File: config.mk
export PLATFORM = sky130hd
export DESIGN_NAME = crc16_frame_receiver_ack_tracker
export DESIGN_NICKNAME = d
export VERILOG_FILES = /design/src/crcfr_pkg.sv /design/src/crcfr_front.sv /design/src/crcfr_queue.sv /design/src/crcfr_back.sv /design/src/crc16_frame_receiver_ack_tracker.sv
export SDC_FILE = /design/constraint.sdc
export NUM_CORES = 1
export LEC_CHECK = 0
export ABC_AREA = 1
export BUFFER_PORTS_ARGS = -buffer_cell sky130_fd_sc_hd__clkbuf_2
export CORE_ASPECT_RATIO = 1.75
export CORE_UTILIZATION = 30
export CTS_CLUSTER_SIZE = 25
export DETAILED_ROUTE_END_ITERATION = 7
export GPL_ROUTABILITY_DRIVEN = 0
export HOLD_SLACK_MARGIN = 0.03
export MAX_ROUTING_LAYER = met4
export PLACE_DENSITY_LB_ADDON = 0.1
export SLEW_MARGIN = 20
export SYNTH_ARGS = -nofsm -noshare
export SYNTH_HDL_FRONTEND = slang
export SYNTH_SLANG_ARGS = --single-unit
File: constraint.sdc
create_clock -name clk_i -period 5.9 [get_ports clk_i]
set_input_delay 1.18 -clock clk_i [delete_from_list [all_inputs] [get_ports clk_i]]
set_output_delay 1.18 -clock clk_i [all_outputs]
set_load 0.1 [all_outputs]
File: src/crcfr_pkg.sv
// Package for the CRC-16 framed receiver and acknowledgement tracker.
// Holds word types, phase and action codes, error codes and the CRC step.
// No dependencies.
package crcfr_pkg;

  localparam logic [7:0]  SyncA   = 8'hAA;
  localparam logic [7:0]  SyncB   = 8'h55;
  localparam logic [15:0] CrcInit = 16'hFFFF;
  localparam logic [15:0] CrcPoly = 16'hA001;

  typedef enum logic [1:0] {
    ACT_BYTE = 2'd0,
    ACT_SENT = 2'd1,
    ACT_TICK = 2'd2,
    ACT_NONE = 2'd3
  } action_e;

  typedef enum logic [2:0] {
    PH_HUNT = 3'd0,
    PH_SYNC = 3'd1,
    PH_HEAD = 3'd2,
    PH_BODY = 3'd3,
    PH_CRCL = 3'd4,
    PH_CRCH = 3'd5
  } phase_e;

  typedef enum logic [1:0] {
    KIND_MISSION = 2'd0,
    KIND_REPORT  = 2'd1,
    KIND_REJECT  = 2'd2
  } kind_e;

  typedef enum logic [2:0] {
    MS_IDLE    = 3'd0,
    MS_WAIT    = 3'd1,
    MS_OK      = 3'd2,
    MS_FAIL    = 3'd3,
    MS_TIMEOUT = 3'd4
  } mstate_e;

  typedef enum logic [3:0] {
    ERR_NONE    = 4'd0,
    ERR_CRC     = 4'd1,
    ERR_ID      = 4'd2,
    ERR_ACK_LEN = 4'd3,
    ERR_ACK_SEQ = 4'd4,
    ERR_REP_LEN = 4'd5,
    ERR_CODE    = 4'd6,
    ERR_COL     = 4'd7,
    ERR_ROW     = 4'd8,
    ERR_COUNT   = 4'd9
  } err_e;

  typedef enum logic [1:0] {
    REG_MAX_LEN = 2'd0,
    REG_ACK_ID  = 2'd1,
    REG_REP_ID  = 2'd2,
    REG_TIMEOUT = 2'd3
  } reg_e;

  localparam int CfgIdxW = 2;

  typedef struct packed {
    logic [1:0] action;
    logic [7:0] rx_byte;
    logic [7:0] sent_seq;
    logic [7:0] sent_points;
  } in_word_t;

  typedef struct packed {
    logic [1:0]  kind;
    logic [2:0]  mission_state;
    logic [15:0] point_total;
    logic [3:0]  error_code;
    logic [7:0]  species_code;
    logic [7:0]  grid_col;
    logic [7:0]  grid_row;
    logic [7:0]  animal_count;
    logic [7:0]  frame_seq;
  } out_word_t;

  // Front to back command: frame end or tracker event.
  typedef struct packed {
    logic [1:0]  action;
    logic        frame_end;
    logic        crc_ok;
    logic [7:0]  msg_id;
    logic [7:0]  seq;
    logic        len_is4;
    logic [31:0] head;
    logic [7:0]  sent_seq;
    logic [7:0]  sent_points;
  } cmd_t;

  function automatic logic [15:0] crc_step(input logic [15:0] crc, input logic [7:0] b);
    logic [15:0] c;
    c = crc ^ {8'h00, b};
    for (int k = 0; k < 8; k++) begin
      c = c[0] ? ((c >> 1) ^ CrcPoly) : (c >> 1);
    end
    return c;
  endfunction

endpackage

File: src/crcfr_front.sv
// Frame parser: sync hunt, header, CRC and payload capture, resync replay.
// Emits one command per frame end or tracker event. Depends on crcfr_pkg.
module crcfr_front (
  input  logic                clk_i,
  input  logic                rst_ni,
  input  crcfr_pkg::in_word_t in_i,
  input  logic                in_valid_i,
  output logic                in_stall_o,
  input  logic [15:0]         max_len_i,
  output crcfr_pkg::cmd_t     cmd_o,
  output logic                cmd_valid_o,
  input  logic                cmd_full_i
);
  import crcfr_pkg::*;

  phase_e      phase_q, phase_d;
  logic [15:0] idx_q, idx_d;
  logic [15:0] len_q, len_d;
  logic [7:0]  id_q, id_d, seq_q, seq_d, crcl_q, crcl_d;
  logic [15:0] crc_q, crc_d;
  logic [7:0]  head_q [4];
  logic [7:0]  rep_q [4];
  logic [2:0]  rcnt_q, rcnt_d;
  logic        replay;
  logic [7:0]  b;
  logic        take;
  logic        resync;
  logic [15:0] newlen;
  logic [15:0] idx_inc;

  assign replay     = rcnt_q != 3'd0;
  assign in_stall_o = replay || cmd_full_i;
  assign take       = in_valid_i && !in_stall_o;
  assign b          = replay ? rep_q[2'(3'd4 - rcnt_q)] : in_i.rx_byte;
  assign newlen     = {b, len_q[7:0]};
  assign idx_inc    = idx_q + 16'd1;

  always_comb begin
    phase_d = phase_q;
    idx_d   = idx_q;
    len_d   = len_q;
    id_d    = id_q;
    seq_d   = seq_q;
    crc_d   = crc_q;
    crcl_d  = crcl_q;
    resync  = 1'b0;
    if ((take && in_i.action == ACT_BYTE) || replay) begin
      unique case (phase_q)
        PH_SYNC: begin
          if (b == SyncB) begin
            phase_d = PH_HEAD;
            idx_d   = '0;
            crc_d   = CrcInit;
          end else if (b != SyncA) begin
            phase_d = PH_HUNT;
          end
        end
        PH_HEAD: begin
          crc_d = crc_step(crc_q, b);
          idx_d = idx_inc;
          unique case (idx_q[1:0])
            2'd0: id_d  = b;
            2'd1: seq_d = b;
            2'd2: len_d = {8'h00, b};
            default: begin
              len_d = newlen;
              idx_d = '0;
              if (newlen > max_len_i) begin
                phase_d = PH_HUNT;
                resync  = !replay;
              end else begin
                phase_d = (newlen == 16'd0) ? PH_CRCL : PH_BODY;
              end
            end
          endcase
        end
        PH_BODY: begin
          crc_d = crc_step(crc_q, b);
          idx_d = idx_inc;
          if (idx_inc >= len_q) phase_d = PH_CRCL;
        end
        PH_CRCL: begin
          crcl_d  = b;
          phase_d = PH_CRCH;
        end
        PH_CRCH: phase_d = PH_HUNT;
        default: phase_d = (b == SyncA) ? PH_SYNC : PH_HUNT;
      endcase
    end
  end

  always_comb begin
    rcnt_d = rcnt_q;
    if (replay) rcnt_d = rcnt_q - 3'd1;
    else if (resync) rcnt_d = 3'd4;
  end

  always_comb begin
    cmd_o             = '0;
    cmd_o.action      = in_i.action;
    cmd_o.frame_end   = in_i.action == ACT_BYTE;
    cmd_o.crc_ok      = {in_i.rx_byte, crcl_q} == crc_q;
    cmd_o.msg_id      = id_q;
    cmd_o.seq         = seq_q;
    cmd_o.len_is4     = len_q == 16'd4;
    cmd_o.head        = {head_q[3], head_q[2], head_q[1], head_q[0]};
    cmd_o.sent_seq    = in_i.sent_seq;
    cmd_o.sent_points = in_i.sent_points;
    cmd_valid_o = take && ((in_i.action == ACT_BYTE && phase_q == PH_CRCH)
                  || in_i.action == ACT_SENT || in_i.action == ACT_TICK);
  end

  always_ff @(posedge clk_i or negedge rst_ni) begin
    if (!rst_ni) begin
      phase_q <= PH_HUNT;
      idx_q   <= '0;
      len_q   <= '0;
      id_q    <= '0;
      seq_q   <= '0;
      crc_q   <= CrcInit;
      crcl_q  <= '0;
      rcnt_q  <= '0;
    end else begin
      phase_q <= phase_d;
      idx_q   <= idx_d;
      len_q   <= len_d;
      id_q    <= id_d;
      seq_q   <= seq_d;
      crc_q   <= crc_d;
      crcl_q  <= crcl_d;
      rcnt_q  <= rcnt_d;
    end
  end

  always_ff @(posedge clk_i) begin
    if ((take && in_i.action == ACT_BYTE) || replay) begin
      if (phase_q == PH_HEAD) rep_q[idx_q[1:0]] <= b;
      if (phase_q == PH_BODY && idx_q < 16'd4) head_q[idx_q[1:0]] <= b;
    end
  end

  assert property (@(posedge clk_i) disable iff (!rst_ni)
    resync |=> rcnt_q == 3'd4) else $error("replay not started");
  assert property (@(posedge clk_i) disable iff (!rst_ni)
    replay |-> in_stall_o) else $error("input taken during replay");
  assert property (@(posedge clk_i) disable iff (!rst_ni)
    replay |-> !cmd_valid_o) else $error("command during replay");
endmodule

File: src/crcfr_queue.sv
// Two-entry command queue between parser and tracker.
// Depends on crcfr_pkg.
module crcfr_queue (
  input  logic            clk_i,
  input  logic            rst_ni,
  input  crcfr_pkg::cmd_t wr_i,
  input  logic            wr_valid_i,
  output logic            full_o,
  output crcfr_pkg::cmd_t rd_o,
  output logic            rd_valid_o,
  input  logic            rd_take_i
);
  import crcfr_pkg::*;

  cmd_t       mem_q [2];
  logic       wp_q, rp_q;
  logic [1:0] cnt_q;

  assign full_o     = cnt_q == 2'd2;
  assign rd_valid_o = cnt_q != 2'd0;
  assign rd_o       = mem_q[rp_q];

  always_ff @(posedge clk_i or negedge rst_ni) begin
    if (!rst_ni) begin
      wp_q  <= 1'b0;
      rp_q  <= 1'b0;
      cnt_q <= '0;
    end else begin
      if (wr_valid_i) wp_q <= ~wp_q;
      if (rd_take_i) rp_q <= ~rp_q;
      cnt_q <= cnt_q + {1'b0, wr_valid_i} - {1'b0, rd_take_i};
    end
  end

  always_ff @(posedge clk_i) begin
    if (wr_valid_i) mem_q[wp_q] <= wr_i;
  end

  assert property (@(posedge clk_i) disable iff (!rst_ni)
    full_o |-> !wr_valid_i) else $error("queue overflow");
  assert property (@(posedge clk_i) disable iff (!rst_ni)
    rd_take_i |-> rd_valid_o) else $error("queue underflow");
  assert property (@(posedge clk_i) disable iff (!rst_ni)
    cnt_q != 2'd3) else $error("queue count out of range");
endmodule

File: src/crcfr_back.sv
// Ack tracker and frame dispatcher with registered output word.
// Depends on crcfr_pkg.
module crcfr_back #(
  parameter int TimerBits = 16
) (
  input  logic                 clk_i,
  input  logic                 rst_ni,
  input  crcfr_pkg::cmd_t      cmd_i,
  input  logic                 cmd_valid_i,
  output logic                 cmd_take_o,
  input  logic [7:0]           ack_id_i,
  input  logic [7:0]           rep_id_i,
  input  logic [15:0]          timeout_i,
  output crcfr_pkg::out_word_t out_o,
  output logic                 out_valid_o,
  input  logic                 out_stall_i
);
  import crcfr_pkg::*;

  logic                 wait_q, wait_d;
  logic [7:0]           wseq_q, wseq_d, wpts_q, wpts_d;
  logic [TimerBits-1:0] el_q, el_d;
  out_word_t            res_q, res_d;
  logic                 ov_q, emit;
  logic [7:0]           h0, h1, h2, h3;

  assign out_o       = res_q;
  assign out_valid_o = ov_q;
  assign cmd_take_o  = cmd_valid_i && (!ov_q || !out_stall_i);
  assign {h3, h2, h1, h0} = cmd_i.head;

  always_comb begin
    wait_d = wait_q;
    wseq_d = wseq_q;
    wpts_d = wpts_q;
    el_d   = el_q;
    res_d  = '0;
    res_d.frame_seq = cmd_i.seq;
    emit   = 1'b0;
    unique case (action_e'(cmd_i.action))
      ACT_SENT: begin
        wait_d = 1'b1;
        wseq_d = cmd_i.sent_seq;
        wpts_d = cmd_i.sent_points;
        el_d   = '0;
        emit   = 1'b1;
        res_d.kind          = KIND_MISSION;
        res_d.mission_state = MS_WAIT;
        res_d.point_total   = {8'h00, cmd_i.sent_points};
        res_d.frame_seq     = cmd_i.sent_seq;
      end
      ACT_TICK: begin
        if (wait_q) begin
          if (el_q != '1) el_d = el_q + 1'b1;
          if (32'(el_d) > {16'h0000, timeout_i}) begin
            wait_d = 1'b0;
            emit   = 1'b1;
            res_d.kind          = KIND_MISSION;
            res_d.mission_state = MS_TIMEOUT;
            res_d.point_total   = {8'h00, wpts_q};
            res_d.frame_seq     = wseq_q;
          end
        end
      end
      ACT_BYTE: begin
        emit = 1'b1;
        res_d.kind = KIND_REJECT;
        if (!cmd_i.crc_ok) begin
          res_d.error_code = ERR_CRC;
        end else if (cmd_i.msg_id == ack_id_i) begin
          if (!cmd_i.len_is4) res_d.error_code = ERR_ACK_LEN;
          else if (!wait_q) emit = 1'b0;
          else if (cmd_i.seq != wseq_q) res_d.error_code = ERR_ACK_SEQ;
          else begin
            res_d.kind          = KIND_MISSION;
            res_d.mission_state = (h0 == 8'd0) ? MS_OK : MS_FAIL;
            res_d.point_total   = {h3, h2};
            wait_d = 1'b0;
          end
        end else if (cmd_i.msg_id == rep_id_i) begin
          if (!cmd_i.len_is4) res_d.error_code = ERR_REP_LEN;
          else if (h0 > 8'd4) res_d.error_code = ERR_CODE;
          else if (h1 < 8'd1 || h1 > 8'd9) res_d.error_code = ERR_COL;
          else if (h2 < 8'd1 || h2 > 8'd7) res_d.error_code = ERR_ROW;
          else if (h3 < 8'd1) res_d.error_code = ERR_COUNT;
          else begin
            res_d.kind         = KIND_REPORT;
            res_d.species_code = h0;
            res_d.grid_col     = h1;
            res_d.grid_row     = h2;
            res_d.animal_count = h3;
          end
        end else begin
          res_d.error_code = ERR_ID;
        end
      end
      default: emit = 1'b0;
    endcase
  end

  always_ff @(posedge clk_i or negedge rst_ni) begin
    if (!rst_ni) begin
      wait_q <= 1'b0;
      wseq_q <= '0;
      wpts_q <= '0;
      el_q   <= '0;
      ov_q   <= 1'b0;
    end else begin
      if (cmd_take_o) begin
        wait_q <= wait_d;
        wseq_q <= wseq_d;
        wpts_q <= wpts_d;
        el_q   <= el_d;
        ov_q   <= emit;
      end else if (!out_stall_i) begin
        ov_q <= 1'b0;
      end
    end
  end

  always_ff @(posedge clk_i) begin
    if (cmd_take_o) res_q <= res_d;
  end

  assert property (@(posedge clk_i) disable iff (!rst_ni)
    ov_q && out_stall_i |=> ov_q && $stable(res_q)) else $error("result lost");
  assert property (@(posedge clk_i) disable iff (!rst_ni)
    cmd_take_o && cmd_i.action == ACT_SENT |=> wait_q) else $error("wait not started");
  assert property (@(posedge clk_i) disable iff (!rst_ni)
    !wait_q && cmd_take_o && cmd_i.action == ACT_TICK |=> !ov_q)
    else $error("tick result while idle");
endmodule

File: src/crc16_frame_receiver_ack_tracker.sv
// Top level: CRC-16/Modbus framed receiver with acknowledgement tracking.
// A result word is registered in the tracker after its command has passed through the queue.
// Throughput: one word per cycle while the queue has room; an oversized length
// stalls the input while the parser replays the four header bytes.
// Reset: asynchronous, active low; registers return to their listed values.
// Depends on crcfr_pkg, crcfr_front, crcfr_queue and crcfr_back.
module crc16_frame_receiver_ack_tracker #(
  parameter int TIMER_BITS = 16
) (
  input  logic                 clk_i,
  input  logic                 rst_ni,
  input  crcfr_pkg::in_word_t  in_i,
  input  logic                 in_valid_i,
  output logic                 in_stall_o,
  output crcfr_pkg::out_word_t out_o,
  output logic                 out_valid_o,
  input  logic                 out_stall_i,
  input  logic                 cfg_valid_i,
  output logic                 cfg_ready_o,
  input  logic [1:0]           cfg_index_i,
  input  logic [15:0]          cfg_data_i
);
  import crcfr_pkg::*;

  logic [15:0] max_len_q, tmo_q;
  logic [7:0]  ack_id_q, rep_id_q;
  cmd_t        fcmd, qcmd;
  logic        fvalid, qfull, qvalid, qtake;

  assign cfg_ready_o = 1'b1;

  always_ff @(posedge clk_i or negedge rst_ni) begin
    if (!rst_ni) begin
      max_len_q <= 16'd2048;
      ack_id_q  <= 8'd129;
      rep_id_q  <= 8'd2;
      tmo_q     <= 16'd500;
    end else if (cfg_valid_i) begin
      unique case (reg_e'(cfg_index_i))
        REG_MAX_LEN: max_len_q <= cfg_data_i;
        REG_ACK_ID:  ack_id_q  <= cfg_data_i[7:0];
        REG_REP_ID:  rep_id_q  <= cfg_data_i[7:0];
        default:     tmo_q     <= cfg_data_i;
      endcase
    end
  end

  crcfr_front u_front (
    .clk_i, .rst_ni, .in_i, .in_valid_i, .in_stall_o,
    .max_len_i(max_len_q), .cmd_o(fcmd), .cmd_valid_o(fvalid), .cmd_full_i(qfull)
  );

  crcfr_queue u_queue (
    .clk_i, .rst_ni, .wr_i(fcmd), .wr_valid_i(fvalid), .full_o(qfull),
    .rd_o(qcmd), .rd_valid_o(qvalid), .rd_take_i(qtake)
  );

  crcfr_back #(.TimerBits(TIMER_BITS)) u_back (
    .clk_i, .rst_ni, .cmd_i(qcmd), .cmd_valid_i(qvalid), .cmd_take_o(qtake),
    .ack_id_i(ack_id_q), .rep_id_i(rep_id_q), .timeout_i(tmo_q),
    .out_o, .out_valid_o, .out_stall_i
  );
endmodule
After elaboration in Yosys (flattened, before gate mapping)
Memories as Yosys holds them, arrays and structs flattened.
Index checks and enable logic that the tools add are counted.
{"block": "classes", "add_sub_neg": 6, "n_mul": 0, "div_mod_pow": 0, "n_lt_le_gt_ge": 10, "eq_ne": 32, "shift": 0, "muxes": 88, "bitwise": 17, "reduce_logical": 51}
{"op": "2-to-1 mux 16 bit", "n": 15}
{"op": "one-hot mux 16 bit (2 select lines)", "n": 3}
{"op": "2-to-1 mux 21 bit", "n": 4}
{"op": "one-hot mux 21 bit (3 select lines)", "n": 1}
{"op": "one-hot mux 16 bit (3 select lines)", "n": 1}
{"op": "2-to-1 mux 19 bit", "n": 2}
{"op": "adder 16 x 1 -> 16 bit (second input constant)", "n": 2}
{"op": "> comparator 16 bit", "n": 2}
{"op": "2-to-1 mux 4 bit", "n": 8}
{"op": "2-to-1 mux 1 bit", "n": 30}
{"op": "2-to-1 mux 3 bit", "n": 9}
{"op": "2-to-1 mux 25 bit", "n": 1}
{"op": "less-than comparator 8 x 1 -> 1 bit (second input constant)", "n": 3}
{"op": "2-to-1 mux 8 bit", "n": 3}
{"op": "inverter 2 -> 3 bit", "n": 8}
{"op": "AND reduction 3 bit", "n": 6}
{"op": "equality test 16 bit", "n": 1}
{"op": "equality test 16 x 3 -> 1 bit (second input constant)", "n": 1}
{"op": "equality test 8 bit", "n": 2}
{"op": ">= comparator 16 bit", "n": 1}
{"op": "> comparator 8 x 3 -> 1 bit (second input constant)", "n": 2}
{"op": "logical NOT 16 bit", "n": 1}
{"op": "less-than comparator 16 x 3 -> 1 bit (second input constant)", "n": 1}
{"op": "!= test 16 bit (second input constant)", "n": 1}
{"op": "36 further kinds", "n": 96}
{"block": "totals", "ff_bits": 229, "latch_bits": 0, "ramBits": 202, "romBits": 0, "in_bits": 49, "output_inout_bits": 68, "memories": 3}
{"memory": "u_queue.mem_q", "depth": 2, "width": 69, "rd": 1, "rd_ports_with_merged_regs": 0, "wr": 1, "line_no": "crcfr_queue.sv:15", "text": "cmd_t mem_q [2];"}
{"memory": "u_front.head_q", "depth": 4, "width": 8, "rd": 4, "rd_ports_with_merged_regs": 0, "wr": 1, "line_no": "crcfr_front.sv:21", "text": "logic [7:0] head_q [4];"}
{"memory": "u_front.rep_q", "depth": 4, "width": 8, "rd": 1, "rd_ports_with_merged_regs": 0, "wr": 1, "line_no": "crcfr_front.sv:22", "text": "logic [7:0] rep_q [4];"}

Depth between registers and ports, before layout
Gate-level depths: netlist (run 1).
An unclocked memory read counts as a cell.
{"block": "depth", "ltp_word": 21, "mapped_depth": 25, "mapped_depth_nobuf": 25}

By module
From an unflattened synthesis (run 1), not the netlist that was laid out.
{"block": "unflattened", "cells_unflattened": 2099, "hier_area_um2": 20636.0}
{"mod": "crcfr_front", "n_inst": 1, "cells_per_inst": 849, "area_per_inst_um2": 7741.2, "seq_area_each_um2": 3893.7}
{"mod": "crcfr_back", "n_inst": 1, "cells_per_inst": 649, "area_per_inst_um2": 5530.3, "seq_area_each_um2": 2802.7}
{"mod": "crcfr_queue", "n_inst": 1, "cells_per_inst": 385, "area_per_inst_um2": 5317.6, "seq_area_each_um2": 4244.1}
{"mod": "crc16_frame_receiver_ack_tracker", "n_inst": 1, "cells_per_inst": 216, "area_per_inst_um2": 2047.0, "seq_area_each_um2": 1213.7}

Worst setup path after synthesis (run 1)
No wires, ideal clock.
{"block": "synth_timing", "kind": "reg-to-reg", "start": "reg u_front.rcnt_q[0]", "end": "mem u_queue.mem_q[1][0] (netlist bit), enable pin", "arrival_ps": 4370, "required_time_ps": 5404, "path_slack_ps": 1034, "stages_incl_launch_ff": 12, "n_path_buf": 3, "synth_period_minus_slack_ps": 4866, "path_cell_list": "dfrtp_1 > buf_6 > inv_4 > buf_6 > ha_1 > nand2_2 > inv_2 > buf_2 > nand3_1 > inv_1 > nand3_1 > nor2_1"}
{"block": "synth_between", "elab_chain_cells": 7}
{"element": "from (decl)", "line_no": "crcfr_front.sv:23", "text": "logic [2:0] rcnt_q, rcnt_d;"}
{"element": "from (signal assigned)", "line_no": "crcfr_front.sv:131", "text": "rcnt_q <= rcnt_d;"}
{"element": "nonzero test 3 bit", "line_no": "crcfr_front.sv:31", "text": "assign replay = rcnt_q != 3'd0;"}
{"element": "logical OR 1 bit", "line_no": "crcfr_front.sv:32", "text": "assign in_stall_o = replay || cmd_full_i;"}
{"element": "logical NOT 1 bit", "line_no": "crcfr_front.sv:33", "text": "assign take = in_valid_i && !in_stall_o;"}
{"element": "logical AND 1 bit", "line_no": "crcfr_front.sv:33"}
{"element": "logical AND 1 bit", "line_no": "crcfr_front.sv:109", "text": "cmd_valid_o = take && ((in_i.action == ACT_BYTE && phase_q == PH_CRCH)"}
{"element": "2-to-1 mux 1 bit", "line_no": "crcfr_queue.sv:36", "text": "if (wr_valid_i) mem_q[wp_q] <= wr_i;"}
{"element": "2-to-1 mux 1 bit (not written as such)", "line_no": "crcfr_queue.sv:36"}
{"element": "to (decl)", "line_no": "crcfr_queue.sv:15"}
Every way passes these cells.

==> results.cfg, run 1 <==
[drt]
first_pass_iters = 5
route.detailed.drc = 0
vias = 13392
vias_per_cell = 4.554
totalWireLength_um = 53030
drt-initial-drc-count = 615
drtAntennaViolNets = 0
wl_per_cell_um = 18.03

[pwr]
switching_share = 0.4190
power_frac_comb = 0.354
clkPwrFrac = 0.266
p_seq_frac = 0.380
power.switching_w = 0.004462
powerDensity_nw_per_um2 = 467.5
p_int_w = 0.006186
ir_drop_v = 0.0002194
p_leak_nw = 9.867
finalPower_w = 0.01065

[critical_path]
critPathLaunchType = flop
crit_type = flop to flop
worstReg2RegEnd = u_back.out_o[5]
startpoint = u_back.el_q[1]
cp_max_fo = 11
reg2reg_depth = 23
endpoint_kind = flop
arrival_ns = 4.83
rr_startpoint = u_back.el_q[1]
regToRegSetupSlack_ns = 1.45
required_ns = 6.29
endpoint = u_back.out_o[5]

[final_layout]
drive_gt1_frac = 0.1433
finalInstanceArea_um2 = 22780
area_delta_synth_final_pct = 15.13
layout.cells.non_filler = 2941
n_fill_cell = 6594
finalCoreUtilization = 0.3487
multi_input_area_um2 = 6489
nets = 2138
regArea_um2 = 12100

[logic_synthesis]
synth_edf_count = 265
synth.avg_cell_area_um2 = 10.47
ys_top_cells_by_count = 406 x nand2_1, 265 x edfxtp_1, 245 x inv_1, 138 x dfrtp_1
seq_area_frac_synth = 0.6113
yosys.area.top_type = edfxtp_1
synth.cell_area_um2 = 19780
yosys.area.top_type_share = 0.4022
syn_inst = 1890
ys.flop_type = edfxtp_1
ys_warn_count = 0
ys_async_sr_fraction = 0.3823
yosysMostFrequentCell = nand2_1
yosysUniqueCellTypes = 57
synth_seq_cells = 429
synthTopCellsByArea = edfxtp_1 40%, dfrtp_1 17%, nand2_1 7.7%, inv_1 4.6%, ha_1 4.1%

[timing]
setup_tns_ns = 0
period_share = 0.7541
relSlewSlack = 0.3061
period_needed_ns = 4.449
setup_viol_count_final = 0
clock.fmax_mhz = 224.8
tightest_slew_ns = 1.037
skew_ns = 0.02888
report.final.hold_viol_count = 0
maxSlewViolCount = 0
rsz0062_at_grt = false

[clocking]
htreeDepth = 2
postCtsSetupBuffers = 0
clock_latency_ns = 0.58
cts_resized = 0
postCtsHoldBufs = 0
clockBufferDepth = 3
cts_tree = built
cts_root_buf = clkbuf_16
cts_inserted_buffers = 42
cts.sinks = 429
clk_pin_slew_ns = 0.07

[placed_design]
place_area_um2 = 21340
io_buffers = 115
place_hpwl_um = 38570
dp_cells = 2862

[min_path]
hold_path.class = flop to flop

[floorplanning]
coreArea_um2 = 65320
start_util = 0.3029
floorplan.rows = 124
die-height_um = 341.7
die_area_um2 = 67020
ios = 117
dieWidth_um = 196.1

[global_route]
grt-ovfl-total = 0
antenna_found_initial = 0
grt_pass1_wl_um = 81490
grt_pass1_vias = 13742
grt_usage = 0.1647
grt_max_degree = 94

[run_status]
status = finished clean

[job]
maxCapViolations = 0
==> cell type report <==
cell class | count | area share
sequential | 429 | 0.5310
multi-input combinational | 1168 | 0.2849
clock buffer | 56 | 0.05120
tap | 882 | 0.04845
inverter | 255 | 0.04230
timing repair buffer | 128 | 0.03038
clock inverter | 22 | 0.01165
antenna | 1 | 0.0001099
==> stage by stage <==
| step | worst slack (ns) | hold slack [ns] |
|---|---|---|
| final | 1.451 | 0.4233 |
| after global routing | 0.8301 | 0.4394 |
| after CTS | 1.407 | 0.4277 |
| after detailed placement | 1.451 | 0.4308 |
| after global placement | 1.485 | 0.4223 |
| after floorplan | 1.034 | 0.4215 |
==> worst min-delay path by stage <==
stage | startpoint | end | cells past startpoint
after floorplan | u_front.head_q[0][0] | u_queue.mem_q[0][16] | 0
after global placement | u_front.head_q[2][5] | u_queue.mem_q[0][37] | 0
after detailed placement | u_front.head_q[0][7] | u_queue.mem_q[0][23] | 0
after CTS | u_front.head_q[3][3] | u_queue.mem_q[0][43] | 0
after global routing | u_front.head_q[2][7] | u_queue.mem_q[0][39] | 0
final | u_front.head_q[2][7] | u_queue.mem_q[0][39] | 0
==> power by group through the flow <==
stage,Combinational [W],Clock [W],Sequential (W)
floorplan,0.00158,0,0.00553
global route,0.00408,0.00303,0.00411
detailed placement,0.00384,0,0.00412
finish,0.00377,0.00283,0.00405
global placement,0.00380,0,0.00411
CTS,0.00384,0.00294,0.00406
==> cell families after synthesis <==
group,Yosys count,share of synthesized area
simple gates,730,0.1647
flops,429,0.6113
buf+inv,306,0.06451
compound gates,285,0.08443
fa+ha+maj,65,0.04111
xor+xnor,54,0.02391
mux,19,0.009613
other cells,2,0.0003796
==> layout by cell type (no fill, tap or decap), types with 7 or more instances in the layout <==
cell type  count
edfxtp_1     265
o21ai_0      107
nor4_1        11
o31ai_1       10
conb_1        15
clkbuf_16     43
clkbuf_2     115
xnor2_1       20
mux2i_1       19
nor3_1        23
buf_4         12
dfrtp_1      137
nand2_1      406
or2_2         16
nand3_1       95
nor2_1       104
inv_2          7
inv_1        245
o21ai_1       10
a21oi_1       70
ha_1          65
dfstp_2       26
o22ai_1       26
clkbuf_1       8
a22oi_1       20
nand2_2       13
nand4_1       30
xor2_1        34
nor2_4        16
==> sequential cells by signal (all words and copies together) (netlist names), 16 cells and up <==
| signal | count |
|---|---|
| tmo_q | 16 |
| u_front.head_q | 32 |
| u_back.out_o | 65 |
| u_queue.mem_q | 136 |
| u_front.rep_q | 32 |
| u_front.len_q | 16 |
| u_front.crc_q | 16 |
| u_front.idx_q | 16 |
| max_len_q | 16 |
| u_back.el_q | 16 |
==> per-layer routing <==
layer / vias up / GRT usage / wire (um)
met2: 227 / 0.3152 / 29340
met3: 78 / 0.01725 / 1368
li1: 6650 / - / -
met4: 0 / 0.05404 / 1502
met5: - / - / 0
met1: 6437 / 0.1741 / 20820
==> critical path: stages, from the launching register on <==
cell     delay [ns]
dfrtp_1        0.36
ha_1           0.19
nand3_1        0.10
nor4_2         0.35
nand2_1        0.21
nor2_2         0.17
nand2_1        0.18
nand4_1        0.16
nor2_1         0.08
nand3_1        0.09
xor2_1         0.19
inv_1          0.06
ha_1           0.29
a21oi_1        0.06
o21a_1         0.15
o21ai_0        0.22
a21oi_1        0.07
nand2_1        0.12
nand2_1        0.09
nor2_1         0.53
inv_1          0.26
nand2_1        0.11
nand3_1        0.07
a22oi_1        0.18
(Power assumes the default switching activity.)
==> inputs of run 2 (changes only) <==
--- a/config.mk
+++ b/config.mk
@@ -5,7 +5,7 @@
 export SDC_FILE = /design/constraint.sdc
 export NUM_CORES = 1
 export LEC_CHECK = 0
-export ABC_AREA = 1
+export ABC_AREA = 0
 export BUFFER_PORTS_ARGS = -buffer_cell sky130_fd_sc_hd__clkbuf_2
 export CORE_ASPECT_RATIO = 1.75
 export CORE_UTILIZATION = 30
==> constraint.sdc (replaced) <==
create_clock -name clk_i -period 4.55 [get_ports clk_i]
set_input_delay 0.91 -clock clk_i [delete_from_list [all_inputs] [get_ports clk_i]]
set_output_delay 0.91 -clock clk_i [all_outputs]
set_load 0.1 [all_outputs]
==> results.cfg, run 2 <==
[timing]
rsz0062_at_grt = false
maxSlewViolCount = 0
tightest_slew_ns = 1.045
report.final.hold_viol_count = 0
setup_viol_count_final = 0
setup_tns_ns = 0
relSlewSlack = 0.3002
clock.fmax_mhz = 236.9
period_share = 0.9276
skew_ns = 0.02439
period_needed_ns = 4.221
setup_ws_ns = 0.3294

[run_status]
violations = design-rule violations
status = finished, violations left

[logic_synthesis]
yosys.area.top_type_share = 0.4166
ys_top_cells_by_count = 265 x edfxtp_1, 151 x nand2_1, 138 x dfrtp_1, 105 x nor2_1, 88 x o21ai_0
synth_edf_count = 265
seq_area_frac_synth = 0.6332
syn_inst = 1487
yosys.area.top_type = edfxtp_1
synth_seq_cells = 429
synthTopCellsByArea = edfxtp_1 42%, dfrtp_1 18%, ha_1 4.3%, dfstp_2 3.6%, xnor2_1 3.1%
ys_warn_count = 0
yosysMostFrequentCell = edfxtp_1
synth.avg_cell_area_um2 = 12.85
ys_async_sr_fraction = 0.3823
synth.cell_area_um2 = 19100
yosysUniqueCellTypes = 69
ys.flop_type = edfxtp_1

[critical_path]
worstReg2RegEnd = u_back.out_o[49]
regToRegSetupSlack_ns = 0.33
path_delay_family = simple AND/OR/NAND/NOR gates
crit_path_max_incr_delay_ns = 0.42
reg2reg_depth = 19
endpoint_kind = flop
arrival_ns = 4.55
crit_chain = ha_1, nand3_1, nor4_1, buf_4, and2_1, nand4_1, buf_4, and3_1, and3_1, xor2_1, ha_1, buf_4, a41oi_1, o21ai_0, nand3_1, nand3_1, o21ba_2, a222oi_1, nor2_1
crit_type = flop to flop
cpMaxStageDelayCell = dfrtp_1
required_ns = 4.88
cp_num_buf_inv = 3
rr_startpoint = u_back.el_q[1]
critPathLaunchType = flop
cp_max_fo = 9

[clocking]
cts.sinks = 429
cts_inserted_buffers = 42
clock_latency_ns = 0.58
clk_pin_slew_ns = 0.07
htreeDepth = 2
cts_root_buf = clkbuf_16
postCtsHoldBufs = 0
clockBufferDepth = 3
cts_tree = built

[pwr]
p_leak_nw = 9.016
finalPower_w = 0.01284
ir_drop_v = 0.0002293
powerDensity_nw_per_um2 = 573.6

[global_route]
grt_max_degree = 69
grt_usage = 0.1647
antenna_found_initial = 0
grt-ovfl-total = 0
grt_pass1_wl_um = 77100
grt_pass1_vias = 12511

[floorplanning]
coreArea_um2 = 63040
ios = 117
start_util = 0.3030
floorplan.rows = 122
die-height_um = 335.8
die_area_um2 = 64720
dieWidth_um = 192.7

[final_layout]
regMostFlops = u_queue.mem_q
mostFrequentLayoutCells = 265 x edfxtp_1, 151 x nand2_1, 137 x dfrtp_1
nets = 1785
finalInstanceArea_um2 = 22390
final_common_cell = edfxtp_1
drive_gt1_frac = 0.2041
area_delta_synth_final_pct = 17.24
largest_reg_flops = 136
antenna_cells = 0

[placed_design]
place_area_um2 = 21030
dp_slack_ns = 0.03800
place_hpwl_um = 37190
io_buffers = 115

[drt]
vias = 11986
vias_per_cell = 4.773
totalWireLength_um = 50720
first_pass_iters = 7
drtAntennaViolNets = 0
wl_per_cell_um = 20.20
route.detailed.drc = 32
drt-initial-drc-count = 652

[job]
maxCapViolations = 0

[min_path]
hold_path.class = input pin to async pin
run 2: cells by family after synthesis:
family	Yosys count	share of synthesized area
XOR/XNOR	90	0.04284
buffers and inverters	136	0.02921
flip-flops	429	0.6332
other	2	0.0003932
AO/OA/AOI/OAI	235	0.07946
multiplexers	110	0.07029
AND/OR/NAND/NOR	420	0.1021
adder cells (fa/ha/maj)	65	0.04258
run 2: what timing repair did:
| action | CTS | global route |
|---|---|---|
| endpoints found under the setup margin | 7 | 0 |
| buffers inserted | 0 | 0 |
| resized for setup | 1 | 0 |
run 2: metrics by stage:
stage	instances	util	hold slack [ns]
after floorplan	1500	-	0.4215
after global placement	2433	0.3336	0.4242
after detailed placement	2433	0.3336	0.4290
after CTS	2511	0.3552	0.3589
after global routing	2511	0.3552	0.3855
final	2511	0.3552	0.3383
run 2: worst max path at each step:
stage	from	to	slack, ns	depth (start not counted)
floorplan	out_stall_i	u_back.el_q[4]	0.05	8
global placement	u_back.el_q[1]	u_back.out_o[7]	0.04	17
detailed placement	u_back.el_q[1]	u_back.out_o[1]	0.04	17
CTS	u_back.el_q[1]	u_back.out_o[1]	0.30	17
global route	u_back.el_q[1]	u_back.out_o[45]	0.06	18
finish	u_back.el_q[1]	u_back.out_o[49]	0.33	19
run 2: worst register-to-register path, delay by kind of cell (launching register included):
kind                     cells  cell delay, ns
AO/OA/AOI/OAI                4            1.05
XOR/XNOR                     1            0.16
adder cells (fa/ha/maj)      2            0.51
buffers and inverters        3            0.50
flip-flops                   1            0.42
AND/OR/NAND/NOR              9            1.35
run 2: routing by layer:
layer  part of all wire  vias up  track usage  wire (um)
met5                  0        -            -          0
met4              0.031        0      0.05663       1555
met3              0.030       71      0.01764       1527
met2               0.56      236       0.3115      28160
met1               0.38     5930       0.1734      19470
li1                   -     5749            -          -
run 2: area by class of cell:
| cell class | count | area (um^2) |
|---|---|---|
| flip-flops and latches | 429 | 12100 |
| inverters | 85 | 319.1 |
| well taps | 806 | 1008 |
| clock inverters | 22 | 198.9 |
| clock buffers | 56 | 1159 |
| fillers | 6139 | 40650 |
| repair buffers | 178 | 1080 |
| multi-input cells | 935 | 6531 |
run 2: where the power goes:
group,internal [W],switching [W]
combinational,0.000914,0.00328
clock,0.00193,0.00156
sequential,0.00489,0.000277
total,0.00773,0.00511
==> inputs of run 3 (changes only) <==
==> constraint.sdc (replaced) <==
create_clock -name clk_i -period 5.4 [get_ports clk_i]
set_input_delay 1.08 -clock clk_i [delete_from_list [all_inputs] [get_ports clk_i]]
set_output_delay 1.08 -clock clk_i [all_outputs]
set_load 0.1 [all_outputs]
==> results.cfg, run 3 (synthesis results as in run 2) <==
[pwr]
powerDensity_nw_per_um2 = 492.9
power_frac_comb = 0.314
switching_share = 0.3929
ir_drop_v = 0.0002264
p_seq_frac = 0.404
p_int_w = 0.006637
p_leak_nw = 8.858
power.switching_w = 0.004295
finalPower_w = 0.01093
clkPwrFrac = 0.282

[global_route]
grt-ovfl-total = 0
antenna_found_initial = 0
grt_usage = 0.1622
grt_max_degree = 86
grt_pass1_vias = 12501
grt_pass1_wl_um = 76040

[clocking]
cts_root_buf = clkbuf_16
cts_resized = 0
cts_tree = built
clk_pin_slew_ns = 0.07
postCtsSetupBuffers = 0
clock_latency_ns = 0.57
clockBufferDepth = 3
cts_inserted_buffers = 44
htreeDepth = 2
postCtsHoldBufs = 0
cts.sinks = 429

[placed_design]
io_buffers = 115
place_area_um2 = 20730
dp_slack_ns = 0.7196
place_hpwl_um = 36080

[critical_path]
crit_type = flop to flop
startpoint = u_back.el_q[0]
arrival_ns = 5.01
endpoint_kind = flop
required_ns = 5.71
cp_max_fo = 9
cpMaxStageDelayCell = dfrtp_1
regToRegSetupSlack_ns = 0.69
critPathLaunchType = flop
worstReg2RegEnd = u_back.out_o[0]
crit_chain = ha_1, nand3_1, nor4_1, and2_1, nand4_1, and4_1, and3_1, xnor2_1, ha_1, nand3_1, nor2_1, a21boi_0, o2111a_1, nor3_1, a211o_1
rr_startpoint = u_back.el_q[0]
reg2reg_depth = 15
crit_path_max_incr_delay_ns = 0.45

[run_status]
status = finished, violations left
violations = design-rule violations

[timing]
period_needed_ns = 4.709
maxSlewViolCount = 0
timing.hold.ws_ns = 0.4397
setup_tns_ns = 0
tightest_slew_ns = 1.038
setup_viol_count_final = 0
report.final.hold_viol_count = 0
setup_ws_ns = 0.6911
relSlewSlack = 0.3048
rsz0062_at_grt = false
period_share = 0.8720
skew_ns = 0.02393
clock.fmax_mhz = 212.4

[floorplanning]
start_util = 0.3030
floorplan.rows = 122
die_area_um2 = 64720
ios = 117
dieWidth_um = 192.7
die-height_um = 335.8
coreArea_um2 = 63040

[final_layout]
mostFrequentLayoutCells = 265 x edfxtp_1, 151 x nand2_1, 137 x dfrtp_1
nets = 1747
regMostFlops = u_queue.mem_q
area_delta_synth_final_pct = 16.13
drive_gt1_frac = 0.1888
antenna_cells = 0
largest_reg_flops = 136
final_common_cell = edfxtp_1
finalInstanceArea_um2 = 22180

[drt]
wl_per_cell_um = 20.24
drt-initial-drc-count = 566
totalWireLength_um = 50080
drtAntennaViolNets = 0
vias = 11866
first_pass_iters = 7
vias_per_cell = 4.796
route.detailed.drc = 31

[min_path]
hold_depth = 0
hold_path.class = flop to flop
min_from = u_front.head_q[2][6]
min_to = u_queue.mem_q[0][38]

[job]
maxCapViolations = 0
run 3: layer usage:
layer / vias to the layer above / share of wire / GRT usage
met2: 223 / 0.55 / 0.3034
met4: 0 / 0.033 / 0.06115
met1: 5887 / 0.39 / 0.1710
met3: 80 / 0.034 / 0.01827
li1: 5676 / - / -
met5: - / 0 / -
run 3: power by group through the flow:
stage               Sequential, W  Clock [W]  Combinational [W]
finish                    0.00441    0.00308            0.00344
global route              0.00447    0.00331            0.00368
CTS                       0.00443    0.00321            0.00349
detailed placement        0.00449          0            0.00349
global placement          0.00449          0            0.00347
floorplan                 0.00596          0            0.00122
run 3: worst max-delay path: cells and delay by family (launching register included):
| family | cells | cell delay, ns |
|---|---|---|
| AOI/OAI and AO/OA | 3 | 1.17 |
| xor gates and xnor gates | 1 | 0.18 |
| adders and majority gates | 2 | 0.58 |
| DFF | 1 | 0.45 |
| and+or+nand+nor | 9 | 2.08 |
run 3: how the worst max path moves through the flow:
stage / slack (ns) / end / depth (start not counted)
final: 0.69 / u_back.out_o[0] / 15
after global routing: 0.34 / u_back.out_o[0] / 15
after CTS: 0.70 / u_back.out_o[0] / 15
after detailed placement: 0.72 / u_back.out_o[0] / 15
after global placement: 0.85 / u_back.out_o[5] / 15
after floorplan: 0.15 / u_queue.mem_q[0][0] / 9
run 3: final cells by class:
cell class	instances	area, um^2
Fill cell	6247	40860
Multi-Input combinational cell	935	6526
Clock buffer	58	1214
Clock inverter	23	236.5
Tap cell	806	1008
Inverter	85	319.1
Sequential cell	429	12100
Timing Repair Buffer	138	779.5
run 3: stage by stage:
step                instances    util
finish                   2474  0.3518
global route             2474  0.3518
CTS                      2474  0.3518
detailed placement       2393  0.3288
global placement         2393  0.3288
floorplan                1500       -
